===== config.mk =====
export PLATFORM = sky130hd
export DESIGN_NAME = led_effect_pwm_driver_flat
export DESIGN_NICKNAME = d
export VERILOG_FILES = /design/src/hw/rtl/ledpwm_pkg.sv /design/src/hw/rtl/ledpwm_in_if.sv /design/src/hw/rtl/ledpwm_out_if.sv /design/src/hw/rtl/ledpwm_timer.sv /design/src/hw/rtl/ledpwm_level.sv /design/src/hw/rtl/led_effect_pwm_driver.sv /design/src/flat_wrapper.sv
export SDC_FILE = /design/constraint.sdc
export NUM_CORES = 1
export LEC_CHECK = 0
export BUFFER_PORTS_ARGS = -buffer_cell sky130_fd_sc_hd__buf_2
export CAP_MARGIN = 20
export CORE_MARGIN = 3
export CORE_UTILIZATION = 40
export CTS_CLUSTER_DIAMETER = 150
export DETAILED_ROUTE_END_ITERATION = 8
export GPL_TIMING_DRIVEN = 0
export HOLD_SLACK_MARGIN = 0.08
export PLACE_DENSITY = 0.59
export SYNTH_ARGS = -nofsm -noshare
export SYNTH_HDL_FRONTEND = slang
export SYNTH_SLANG_ARGS = --single-unit

===== constraint.sdc =====
create_clock -name clk -period 20 [get_ports clk]
set_input_delay 1 -clock clk [delete_from_list [all_inputs] [get_ports clk]]
set_output_delay 1 -clock clk [all_outputs]
set_load 0.05 [all_outputs]

===== src/hw/rtl/ledpwm_pkg.sv =====
package ledpwm_pkg;

  // Effect timer period and PWM phase count
  localparam int unsigned TimerPeriod = 2000;
  localparam int unsigned PwmSteps    = 50;
  localparam int unsigned HalfFlash   = 150;

  localparam int unsigned TimeW  = 11;
  localparam int unsigned PhaseW = 6;
  localparam int unsigned LevelW = 6;
  localparam int unsigned ManW   = 10;
  localparam int unsigned ModeW  = 4;
  localparam int unsigned CfgIdxW  = 3;
  localparam int unsigned CfgDataW = 10;

  localparam logic [LevelW-1:0] LevelFull = LevelW'(50);

  // Configuration register indexes
  typedef enum logic [CfgIdxW-1:0] {
    REG_MODE_TX    = 3'd0,
    REG_MODE_RX    = 3'd1,
    REG_MODE_ERR   = 3'd2,
    REG_MANUAL_TX  = 3'd3,
    REG_MANUAL_RX  = 3'd4,
    REG_MANUAL_ERR = 3'd5
  } cfg_reg_t;

  // Effect modes
  typedef enum logic [ModeW-1:0] {
    MODE_OFF    = 4'd0,
    MODE_ON     = 4'd1,
    MODE_F10    = 4'd2,
    MODE_F2_5   = 4'd3,
    MODE_F1     = 4'd4,
    MODE_F2     = 4'd5,
    MODE_F3     = 4'd6,
    MODE_SF2_5  = 4'd7,
    MODE_SF1    = 4'd8,
    MODE_SF2    = 4'd9,
    MODE_SF3    = 4'd10,
    MODE_STRB05 = 4'd11,
    MODE_STRB1  = 4'd12,
    MODE_STRB2  = 4'd13,
    MODE_STRB5  = 4'd14,
    MODE_MANUAL = 4'd15
  } mode_t;

  // Timer stage contents handed to the level logic
  typedef struct packed {
    logic [TimeW-1:0]  t;
    logic [PhaseW-1:0] phase;
  } stage_t;

  localparam logic [LevelW-1:0] GAMMA [0:50] = '{
    6'd0,  6'd0,  6'd0,  6'd0,  6'd0,  6'd0,  6'd0,  6'd0,  6'd0,  6'd0,
    6'd1,  6'd1,  6'd1,  6'd1,  6'd1,  6'd2,  6'd2,  6'd3,  6'd3,  6'd4,
    6'd4,  6'd5,  6'd5,  6'd6,  6'd7,  6'd8,  6'd8,  6'd9,  6'd10, 6'd12,
    6'd13, 6'd14, 6'd15, 6'd17, 6'd18, 6'd19, 6'd21, 6'd23, 6'd25, 6'd26,
    6'd28, 6'd30, 6'd32, 6'd35, 6'd37, 6'd39, 6'd42, 6'd44, 6'd47, 6'd50, 6'd50
  };

  // Gamma lookup; a nonzero brightness never gives level 0
  function automatic logic [LevelW-1:0] level_of(logic [5:0] idx, logic nz);
    logic [5:0]        i;
    logic [LevelW-1:0] lv;
    i  = (idx > 6'd50) ? 6'd50 : idx;
    lv = GAMMA[i];
    if (!nz) return '0;
    return (lv == '0) ? LevelW'(1) : lv;
  endfunction

  // Triangle weight 150-|v-c| inside [c-150, c+150)
  function automatic logic [7:0] tri_w(logic [TimeW-1:0] v, logic [TimeW-1:0] c);
    logic signed [11:0] d;
    logic [11:0]        a;
    d = $signed({1'b0, v}) - $signed({1'b0, c});
    a = d[11] ? 12'(-d) : 12'(d);
    if (d < -12'sd150 || d >= 12'sd150) return '0;
    return 8'(12'(HalfFlash) - a);
  endfunction

  // n/3 for n <= 150 by reciprocal multiply
  function automatic logic [5:0] div3(logic [7:0] n);
    logic [15:0] p;
    p = 16'(n) * 16'd171;
    return p[14:9];
  endfunction

  // m/20 for m <= 1000 by reciprocal multiply
  function automatic logic [5:0] div20(logic [ManW-1:0] m);
    logic [17:0] p;
    p = 18'(m) * 18'd205;
    return p[17:12];
  endfunction

endpackage


===== src/hw/rtl/ledpwm_in_if.sv =====
interface ledpwm_in_if;
  logic        valid;
  logic        ready;
  logic [15:0] elapsed_ms;

  modport source (output valid, output elapsed_ms, input ready);
  modport sink   (input valid, input elapsed_ms, output ready);
endinterface


===== src/hw/rtl/ledpwm_out_if.sv =====
interface ledpwm_out_if;
  logic       valid;
  logic       ready;
  logic       pin_tx;
  logic       pin_rx;
  logic       pin_err;
  logic [5:0] level_tx;
  logic [5:0] level_rx;
  logic [5:0] level_err;

  modport source (output valid, output pin_tx, output pin_rx, output pin_err,
                  output level_tx, output level_rx, output level_err, input ready);
  modport sink   (input valid, input pin_tx, input pin_rx, input pin_err,
                  input level_tx, input level_rx, input level_err, output ready);
endinterface


===== src/hw/rtl/ledpwm_timer.sv =====
module ledpwm_timer (
  input  logic                clk,
  input  logic                rst_n,
  input  logic                accept,
  input  logic [15:0]         elapsed_ms,
  output ledpwm_pkg::stage_t  stage
);
  import ledpwm_pkg::*;

  logic [TimeW-1:0]  t_r, t_nxt;
  logic [PhaseW-1:0] phase_r, phase_nxt;
  logic [16:0]       sum;

  // Timer add with reset to zero at the period, phase wraps at 50
  always_comb begin
    sum       = 17'(t_r) + 17'(elapsed_ms);
    t_nxt     = (sum >= 17'(TimerPeriod)) ? '0 : sum[TimeW-1:0];
    phase_nxt = (phase_r == PhaseW'(PwmSteps - 1)) ? '0 : phase_r + 1'b1;
  end

  always_ff @(posedge clk) begin
    if (!rst_n) begin
      t_r     <= '0;
      phase_r <= '0;
    end else if (accept) begin
      t_r     <= t_nxt;
      phase_r <= phase_nxt;
    end
  end

  assign stage.t     = t_r;
  assign stage.phase = phase_r;
endmodule


===== src/hw/rtl/ledpwm_level.sv =====
module ledpwm_level (
  input  ledpwm_pkg::mode_t              mode,
  input  logic [ledpwm_pkg::ManW-1:0]    manual,
  input  logic [ledpwm_pkg::TimeW-1:0]   t,
  output logic [ledpwm_pkg::LevelW-1:0]  level
);
  import ledpwm_pkg::*;

  logic [8:0]      m400, m500;
  logic [6:0]      m100;
  logic [7:0]      m200;
  logic [9:0]      m1000;
  logic [7:0]      n_sf1, n_first, n_500, n_900, n_sf2, n_sf3;
  logic [ManW-1:0] msat;
  logic            on;

  // Constant remainders by range select (t < 2000)
  always_comb begin
    if      (t >= 11'd1600) m400 = 9'(t - 11'd1600);
    else if (t >= 11'd1200) m400 = 9'(t - 11'd1200);
    else if (t >= 11'd800)  m400 = 9'(t - 11'd800);
    else if (t >= 11'd400)  m400 = 9'(t - 11'd400);
    else                    m400 = 9'(t);

    if      (m400 >= 9'd300) m100 = 7'(m400 - 9'd300);
    else if (m400 >= 9'd200) m100 = 7'(m400 - 9'd200);
    else if (m400 >= 9'd100) m100 = 7'(m400 - 9'd100);
    else                     m100 = 7'(m400);

    m200  = (m400 >= 9'd200) ? 8'(m400 - 9'd200) : 8'(m400);
    m1000 = (t >= 11'd1000) ? 10'(t - 11'd1000) : 10'(t);

    if      (t >= 11'd1500) m500 = 9'(t - 11'd1500);
    else if (t >= 11'd1000) m500 = 9'(t - 11'd1000);
    else if (t >= 11'd500)  m500 = 9'(t - 11'd500);
    else                    m500 = 9'(t);
  end

  // Soft flash weights; the first pulse also covers the end of the period
  always_comb begin
    n_sf1 = tri_w(11'(m400), 11'd100);
    if (t < 11'd250)       n_first = tri_w(t, 11'd100);
    else if (t >= 11'd1950) n_first = 8'(t - 11'd1950);
    else                   n_first = '0;
    n_500 = tri_w(t, 11'd500);
    n_900 = tri_w(t, 11'd900);
    n_sf2 = (n_first != '0) ? n_first : n_500;
    n_sf3 = (n_sf2 != '0) ? n_sf2 : n_900;
    msat  = (manual > ManW'(1000)) ? ManW'(1000) : manual;
  end

  // Mode select
  always_comb begin
    on    = 1'b0;
    level = '0;
    case (mode)
      MODE_OFF:    level = '0;
      MODE_ON:     on = 1'b1;
      MODE_F10:    on = (m100 <= 7'd50);
      MODE_F2_5:   on = (m400 > 9'd50) && (m400 <= 9'd200);
      MODE_F1:     on = (t <= 11'd200);
      MODE_F2:     on = (t < 11'd200) || (t >= 11'd400 && t < 11'd600);
      MODE_F3:     on = (t < 11'd200) || (t >= 11'd400 && t < 11'd600) ||
                        (t >= 11'd800 && t < 11'd1000);
      MODE_SF2_5,
      MODE_SF1:    level = level_of(div3(n_sf1), n_sf1 != '0);
      MODE_SF2:    level = level_of(div3(n_sf2), n_sf2 != '0);
      MODE_SF3:    level = level_of(div3(n_sf3), n_sf3 != '0);
      MODE_STRB05: on = (t <= 11'd2);
      MODE_STRB1:  on = (m1000 <= 10'd2);
      MODE_STRB2:  on = (m500 > 9'd50) && (m500 <= 9'd52);
      MODE_STRB5:  on = (m200 <= 8'd2);
      default:     level = level_of(div20(msat), msat != '0);
    endcase
    if (on) level = LevelFull;
  end
endmodule


===== src/hw/rtl/led_effect_pwm_driver.sv =====
// Channel   Dir  Payload                                        Handshake
// in_item   in   elapsed_ms[15:0]                               valid/ready
// out_item  out  pin_tx, pin_rx, pin_err, level_tx/rx/err[5:0]  valid/ready
// cfg_*     in   cfg_idx[2:0], cfg_data[9:0]                    cfg_we, no ready
//
// One item per cycle sustained while the output takes items; each item
// passes the timer/phase register, then the level logic into the result register.
// Reset (rst_n low, synchronous) clears timer, phase, modes, manual levels
// and both valid flags.
// A stalled result holds in the output register; the timer stage keeps
// accepting until it also holds an item that cannot move on.
module led_effect_pwm_driver (
  input  logic                               clk,
  input  logic                               rst_n,
  input  logic                               cfg_we,
  input  logic [ledpwm_pkg::CfgIdxW-1:0]     cfg_idx,
  input  logic [ledpwm_pkg::CfgDataW-1:0]    cfg_data,
  ledpwm_in_if.sink                          in_item,
  ledpwm_out_if.source                       out_item
);
  import ledpwm_pkg::*;

  mode_t           mode_r [3];
  logic [ManW-1:0] manual_r [3];
  logic            v1_r, v1_nxt;
  logic            ov_r, ov_nxt;
  logic            adv2, acc;
  stage_t          stage;
  logic [LevelW-1:0] lv [3];
  logic [2:0]        pin_r;
  logic [LevelW-1:0] level_r [3];

  // Configuration registers
  always_ff @(posedge clk) begin
    if (!rst_n) begin
      for (int i = 0; i < 3; i++) begin
        mode_r[i]   <= MODE_OFF;
        manual_r[i] <= '0;
      end
    end else if (cfg_we) begin
      case (cfg_reg_t'(cfg_idx))
        REG_MODE_TX:    mode_r[0]   <= mode_t'(cfg_data[ModeW-1:0]);
        REG_MODE_RX:    mode_r[1]   <= mode_t'(cfg_data[ModeW-1:0]);
        REG_MODE_ERR:   mode_r[2]   <= mode_t'(cfg_data[ModeW-1:0]);
        REG_MANUAL_TX:  manual_r[0] <= cfg_data;
        REG_MANUAL_RX:  manual_r[1] <= cfg_data;
        REG_MANUAL_ERR: manual_r[2] <= cfg_data;
        default: ;
      endcase
    end
  end

  // Pipeline flow control
  assign adv2          = !ov_r || out_item.ready;
  assign in_item.ready = !v1_r || adv2;
  assign acc           = in_item.valid && in_item.ready;

  always_comb begin
    v1_nxt = acc ? 1'b1 : (adv2 ? 1'b0 : v1_r);
    ov_nxt = adv2 ? v1_r : ov_r;
  end

  always_ff @(posedge clk) begin
    if (!rst_n) begin
      v1_r <= 1'b0;
      ov_r <= 1'b0;
    end else begin
      v1_r <= v1_nxt;
      ov_r <= ov_nxt;
    end
  end

  ledpwm_timer u_timer (
    .clk        (clk),
    .rst_n      (rst_n),
    .accept     (acc),
    .elapsed_ms (in_item.elapsed_ms),
    .stage      (stage)
  );

  for (genvar g = 0; g < 3; g++) begin : g_led
    ledpwm_level u_level (
      .mode   (mode_r[g]),
      .manual (manual_r[g]),
      .t      (stage.t),
      .level  (lv[g])
    );
  end

  // Result register
  always_ff @(posedge clk) begin
    if (adv2 && v1_r) begin
      for (int i = 0; i < 3; i++) begin
        pin_r[i]   <= (stage.phase < lv[i]);
        level_r[i] <= lv[i];
      end
    end
  end

  assign out_item.valid     = ov_r;
  assign out_item.pin_tx    = pin_r[0];
  assign out_item.pin_rx    = pin_r[1];
  assign out_item.pin_err   = pin_r[2];
  assign out_item.level_tx  = level_r[0];
  assign out_item.level_rx  = level_r[1];
  assign out_item.level_err = level_r[2];

  // Checks
  a_phase_range: assert property (@(posedge clk) disable iff (!rst_n)
    stage.phase < PhaseW'(PwmSteps)) else $error("pwm phase out of range");

  a_time_range: assert property (@(posedge clk) disable iff (!rst_n)
    stage.t < TimeW'(TimerPeriod)) else $error("effect timer out of range");

  a_pin_needs_level: assert property (@(posedge clk) disable iff (!rst_n)
    ov_r && (pin_r[0] || pin_r[1] || pin_r[2]) |->
      ((!pin_r[0] || level_r[0] != '0) && (!pin_r[1] || level_r[1] != '0) &&
       (!pin_r[2] || level_r[2] != '0)))
    else $error("pin driven with zero level");

  a_level_range: assert property (@(posedge clk) disable iff (!rst_n)
    ov_r |-> (level_r[0] <= LevelFull && level_r[1] <= LevelFull &&
              level_r[2] <= LevelFull))
    else $error("level above full scale");
endmodule


===== src/flat_wrapper.sv =====
// flat-port wrapper written by rule: the top's interface ports become plain ports
module led_effect_pwm_driver_flat import ledpwm_pkg::*;
  (clk, rst_n, cfg_we, cfg_idx, cfg_data, in_item_valid, in_item_elapsed_ms, in_item_ready, out_item_valid, out_item_pin_tx, out_item_pin_rx, out_item_pin_err, out_item_level_tx, out_item_level_rx, out_item_level_err, out_item_ready);
  ledpwm_in_if in_item_i ();
  ledpwm_out_if out_item_i ();
  input  logic clk;
  input  logic rst_n;
  input  logic cfg_we;
  input  logic [ledpwm_pkg::CfgIdxW-1:0] cfg_idx;
  input  logic [ledpwm_pkg::CfgDataW-1:0] cfg_data;
  input wire logic [$bits(in_item_i.valid)-1:0] in_item_valid;
  input wire logic [$bits(in_item_i.elapsed_ms)-1:0] in_item_elapsed_ms;
  output wire logic [$bits(in_item_i.ready)-1:0] in_item_ready;
  output wire logic [$bits(out_item_i.valid)-1:0] out_item_valid;
  output wire logic [$bits(out_item_i.pin_tx)-1:0] out_item_pin_tx;
  output wire logic [$bits(out_item_i.pin_rx)-1:0] out_item_pin_rx;
  output wire logic [$bits(out_item_i.pin_err)-1:0] out_item_pin_err;
  output wire logic [$bits(out_item_i.level_tx)-1:0] out_item_level_tx;
  output wire logic [$bits(out_item_i.level_rx)-1:0] out_item_level_rx;
  output wire logic [$bits(out_item_i.level_err)-1:0] out_item_level_err;
  input wire logic [$bits(out_item_i.ready)-1:0] out_item_ready;
  assign in_item_i.valid = in_item_valid;
  assign in_item_i.elapsed_ms = in_item_elapsed_ms;
  assign in_item_ready = in_item_i.ready;
  assign out_item_valid = out_item_i.valid;
  assign out_item_pin_tx = out_item_i.pin_tx;
  assign out_item_pin_rx = out_item_i.pin_rx;
  assign out_item_pin_err = out_item_i.pin_err;
  assign out_item_level_tx = out_item_i.level_tx;
  assign out_item_level_rx = out_item_i.level_rx;
  assign out_item_level_err = out_item_i.level_err;
  assign out_item_i.ready = out_item_ready;
  led_effect_pwm_driver u_core (.clk(clk), .rst_n(rst_n), .cfg_we(cfg_we), .cfg_idx(cfg_idx), .cfg_data(cfg_data), .in_item(in_item_i), .out_item(out_item_i));
endmodule

==> results.py <==
metrics = {
    "synthesis": {
        "synthTopCellsByArea": "ha_1 24%, edfxtp_1 8.9%, fa_1 8.0%, inv_1 5.9%, xnor2_1 4.3%",
        "synth-edff-count": 63,
        "avgSynthCellArea_sq_um": 7.938,
        "synth_top_family_by_area": "adder cells",
        "syn-num-nets": 3186,
        "synth_top_area_share_pct": 23.64,
        "netlist_area_sq_mm": 0.02117,
        "synth_cells": 2667,
        "synth_cell_types": 111,
        "synthXorXnorAreaFrac_pct": 6.164,
        "synth_mux_area_share_pct": 1.531,
        "synth_top_area_cell": "ha_1",
        "async_flop_share_pct": 0,
        "ys_seq_area_share_pct": 10.73,
        "yosys.area_share.simple_pct": 18.62,
        "synth_compound_area_share_pct": 23.49,
        "ys.flop_type": "edfxtp_1",
        "ys_warn_count": 0,
        "ys_ff_latch": 82,
        "synthAdderAreaFrac_pct": 31.68,
    },
    "drt": {
        "route.detailed.drc": 0,
        "ant_nets": 0,
        "routed_wl_mm": 66.64,
        "first_pass_iters": 7,
        "num_vias": 20130,
        "avgViaCountPerCell": 5.883,
        "wl_per_cell_microns": 19.47,
        "drt-initial-drc-count": 1683,
    },
    "global_route": {
        "grt.total_usage_pct": 23.36,
        "grt_pass1_wl_mm": 106.3,
        "antenna_found_initial": 0,
        "first_global_vias": 19940,
        "grt_max_degree": 22,
        "grt.overflow.total": 0,
    },
    "power": {
        "pwr-share-clk_pct": 7.2,
        "powerDensity_mw_per_mm2": 109.2,
        "switching_power_mw": 1.398,
        "total_power_mw": 2.470,
        "p_leak_nw": 10.57,
        "power_frac_seq_pct": 8.5,
        "p_int_mw": 1.073,
        "power_frac_comb_pct": 84.3,
        "peakVddDrop_mv": 0.08585,
        "switching_share_pct": 56.58,
    },
    "critical_path": {
        "critPathLaunchType": "flop",
        "crit_top_cell": "clkbuf_1",
        "cp_num_cells": 52,
        "reg2reg_from": "u_core.u_timer.t_r[0]$_SDFFE_PN0P_",
        "crit_family": "compound AO/OA/AOI/OAI gates",
        "slowest_delay_ps": 850,
        "cp_slowest_cell": "dfxtp_1",
        "path_buf_inv": 12,
        "crit_required_ps": 20240,
        "arrival_ps": 15940,
        "endpoint_kind": "flop",
        "endpoint": "u_core.pin_r[1]$_DFFE_PP_",
        "crit_start": "u_core.u_timer.t_r[0]$_SDFFE_PN0P_",
        "r2r_cells": 52,
        "timing.rr.end": "u_core.pin_r[1]$_DFFE_PP_",
        "crit_type": "reg2reg",
        "ff2ff_setup_slack_ps": 4300,
        "worst-path-max-fanout": 11,
    },
    "die": {
        "io_pins": 57,
        "die_y_microns": 236.1,
        "die_x_microns": 236.1,
        "coreArea_sq_mm": 0.05182,
        "fp-row-count": 83,
        "initial_core_util_pct": 40.85,
        "dieArea_sq_mm": 0.05572,
    },
    "placed_design": {
        "port_buffers": 56,
        "place_inst": 3406,
        "dp_hpwl_mm": 55.01,
        "place_congestion": 0.9552,
    },
    "sta": {
        "finalClockSkew_ps": 16.96,
        "worst_slew_pin_slew_ps": 1118,
        "holdWs_ps": 545.9,
        "max_freq_mhz": 63.69,
        "rsz0062_at_grt": "false",
        "period_needed_ps": 15700,
        "hold_violations": 0,
        "period_share_pct": 78.51,
        "relSlewSlack_pct": 24.94,
        "setup_viol": 0,
        "tns_ps": 0,
        "slew_viol_final": 0,
    },
    "clock_tree": {
        "clk_latency_ps": 380,
        "path_clk_slew_ps": 90,
        "cts_buffer_depth": 2,
        "cts_sinks": 82,
        "cts_resized": 0,
        "postCtsSetupRepairBufs": 0,
        "cts_buffers": 9,
        "root_buffer": "clkbuf_16",
        "cts_max_level": 3,
        "cts_tree": "done",
        "cts_hold_buffers": 0,
    },
    "final_layout": {
        "area_growth_syn_to_layout_pct": 6.873,
        "diodes": 0,
        "drive_gt1_share_pct": 6.528,
        "nets": 3256,
        "final_cells": 3422,
    },
    "outcome": {
        "outcome": "finished clean",
    },
    "worst_hold_path": {
        "hp-class": "reg2reg",
    },
    "run": {
        "max-cap-violations": 0,
    },
}
[power groups by stage]
stage	sequential (mW)	clock [mW]	combinational (mW)
3_3_place_gp	0.213	0	2.01
6_report	0.209	0.178	2.08
3_5_place_dp	0.213	0	2.04
5_1_grt	0.211	0.186	2.34
4_1_cts	0.210	0.180	2.06
2_1_floorplan	0.226	0	1.55
[cells in the final DEF (no fill, tap or decap), types with 45 or more instances in the layout]
cell type / netlist / final
fa_1: 85 / 85
a21o_1: 45 / 45
nand2_1: 214 / 214
and2_1: 47 / 47
buf_2: 19 / 78
o21ai_0: 126 / 126
xnor2_1: 105 / 105
nor2_1: 180 / 180
nand3_1: 58 / 58
edfxtp_1: 63 / 63
ha_1: 400 / 400
a21oi_1: 143 / 143
inv_1: 335 / 335
nor3_1: 63 / 63
clkbuf_1: 59 / 59
[Yosys cell counts (16+ instances only)]
master and n:
mux2i_1 22, nor2_1 180, o211ai_1 39, a21boi_0 17
a211oi_1 32, nand2_1 214, inv_1 335, buf_2 19
o21a_1 22, a31oi_1 40, or3_1 30, clkbuf_1 59
fa_1 85, a21o_1 45, nor3_1 63, nor2b_1 23
nand3_1 58, o31ai_1 18, edfxtp_1 63, dfxtp_1 19
xor2_1 31, ha_1 400, nand4_1 34, a21oi_1 143
and3_1 32, or2_2 16, o21ai_0 126, and2_1 47
xnor2_1 105, nand2b_1 36
[cell type report]
| class | count | area (sq um) |
|---|---|---|
| plain buffers | 87 | 359.1 |
| clock buffers | 9 | 225.2 |
| clock inverters | 7 | 76.32 |
| fillers | 5227 | 29200 |
| inverters | 343 | 1287 |
| multi-input cells | 2155 | 17260 |
| flip-flops and latches | 82 | 2272 |
| well taps | 680 | 850.8 |
| repair buffers | 59 | 295.3 |
[flip-flops by register name, summed over array words and instances, names as in the netlist]
signal / flops
u_core.mode_r: 12
u_core.u_timer.t_r: 11
u_core.pin_r: 3
u_core.out_item.valid: 1
u_core.level_r: 18
u_core.v1_r: 1
u_core.u_timer.phase_r: 6
u_core.manual_r: 30
[per-layer routing]
| layer | track usage, % | share of wire, % | vias up |
|---|---|---|---|
| li1 | - | - | 9687 |
| met2 | 40.74 | 48 | 755 |
| met4 | 8.591 | 3.7 | 0 |
| met5 | 0 | 0 | - |
| met1 | 29.42 | 43 | 9526 |
| met3 | 3.040 | 5.8 | 162 |
[how the worst min path moves through the flow]
stage / startpoint / slack (ps) / endpoint / cells after the start
3_5_place_dp: u_core.v1_r$_SDFFE_PN0P_ / 510 / u_core.out_item.valid$_SDFFE_PN0P_ / 1
3_3_place_gp: u_core.v1_r$_SDFFE_PN0P_ / 500 / u_core.out_item.valid$_SDFFE_PN0P_ / 1
4_1_cts: u_core.v1_r$_SDFFE_PN0P_ / 540 / u_core.out_item.valid$_SDFFE_PN0P_ / 1
6_report: u_core.v1_r$_SDFFE_PN0P_ / 550 / u_core.out_item.valid$_SDFFE_PN0P_ / 1
2_1_floorplan: u_core.v1_r$_SDFFE_PN0P_ / 480 / u_core.out_item.valid$_SDFFE_PN0P_ / 1
5_1_grt: u_core.v1_r$_SDFFE_PN0P_ / 570 / u_core.out_item.valid$_SDFFE_PN0P_ / 1
[cells by family (layout without fill, tap and decap cells)]
kind of cell | count (synthesis) | after routing
xor gates and xnor gates | 143 | 143
buffers and inverters | 430 | 505
adders and majority gates | 485 | 485
DFF | 82 | 82
muxes | 30 | 30
and+or+nand+nor | 794 | 794
AOI/OAI and AO/OA | 703 | 703
[through the flow]
| step | utilization (%) | cell area (sq um) | worst slack (ps) |
|---|---|---|---|
| 2_1_floorplan | - | 21170 | 8366 |
| 3_3_place_gp | 43.04 | 22300 | 4579 |
| 3_5_place_dp | 43.08 | 22320 | 4592 |
| 4_1_cts | 43.66 | 22630 | 4490 |
| 5_1_grt | 43.66 | 22630 | 3435 |
| 6_report | 43.66 | 22630 | 4299 |
(Power assumes the default switching activity.)
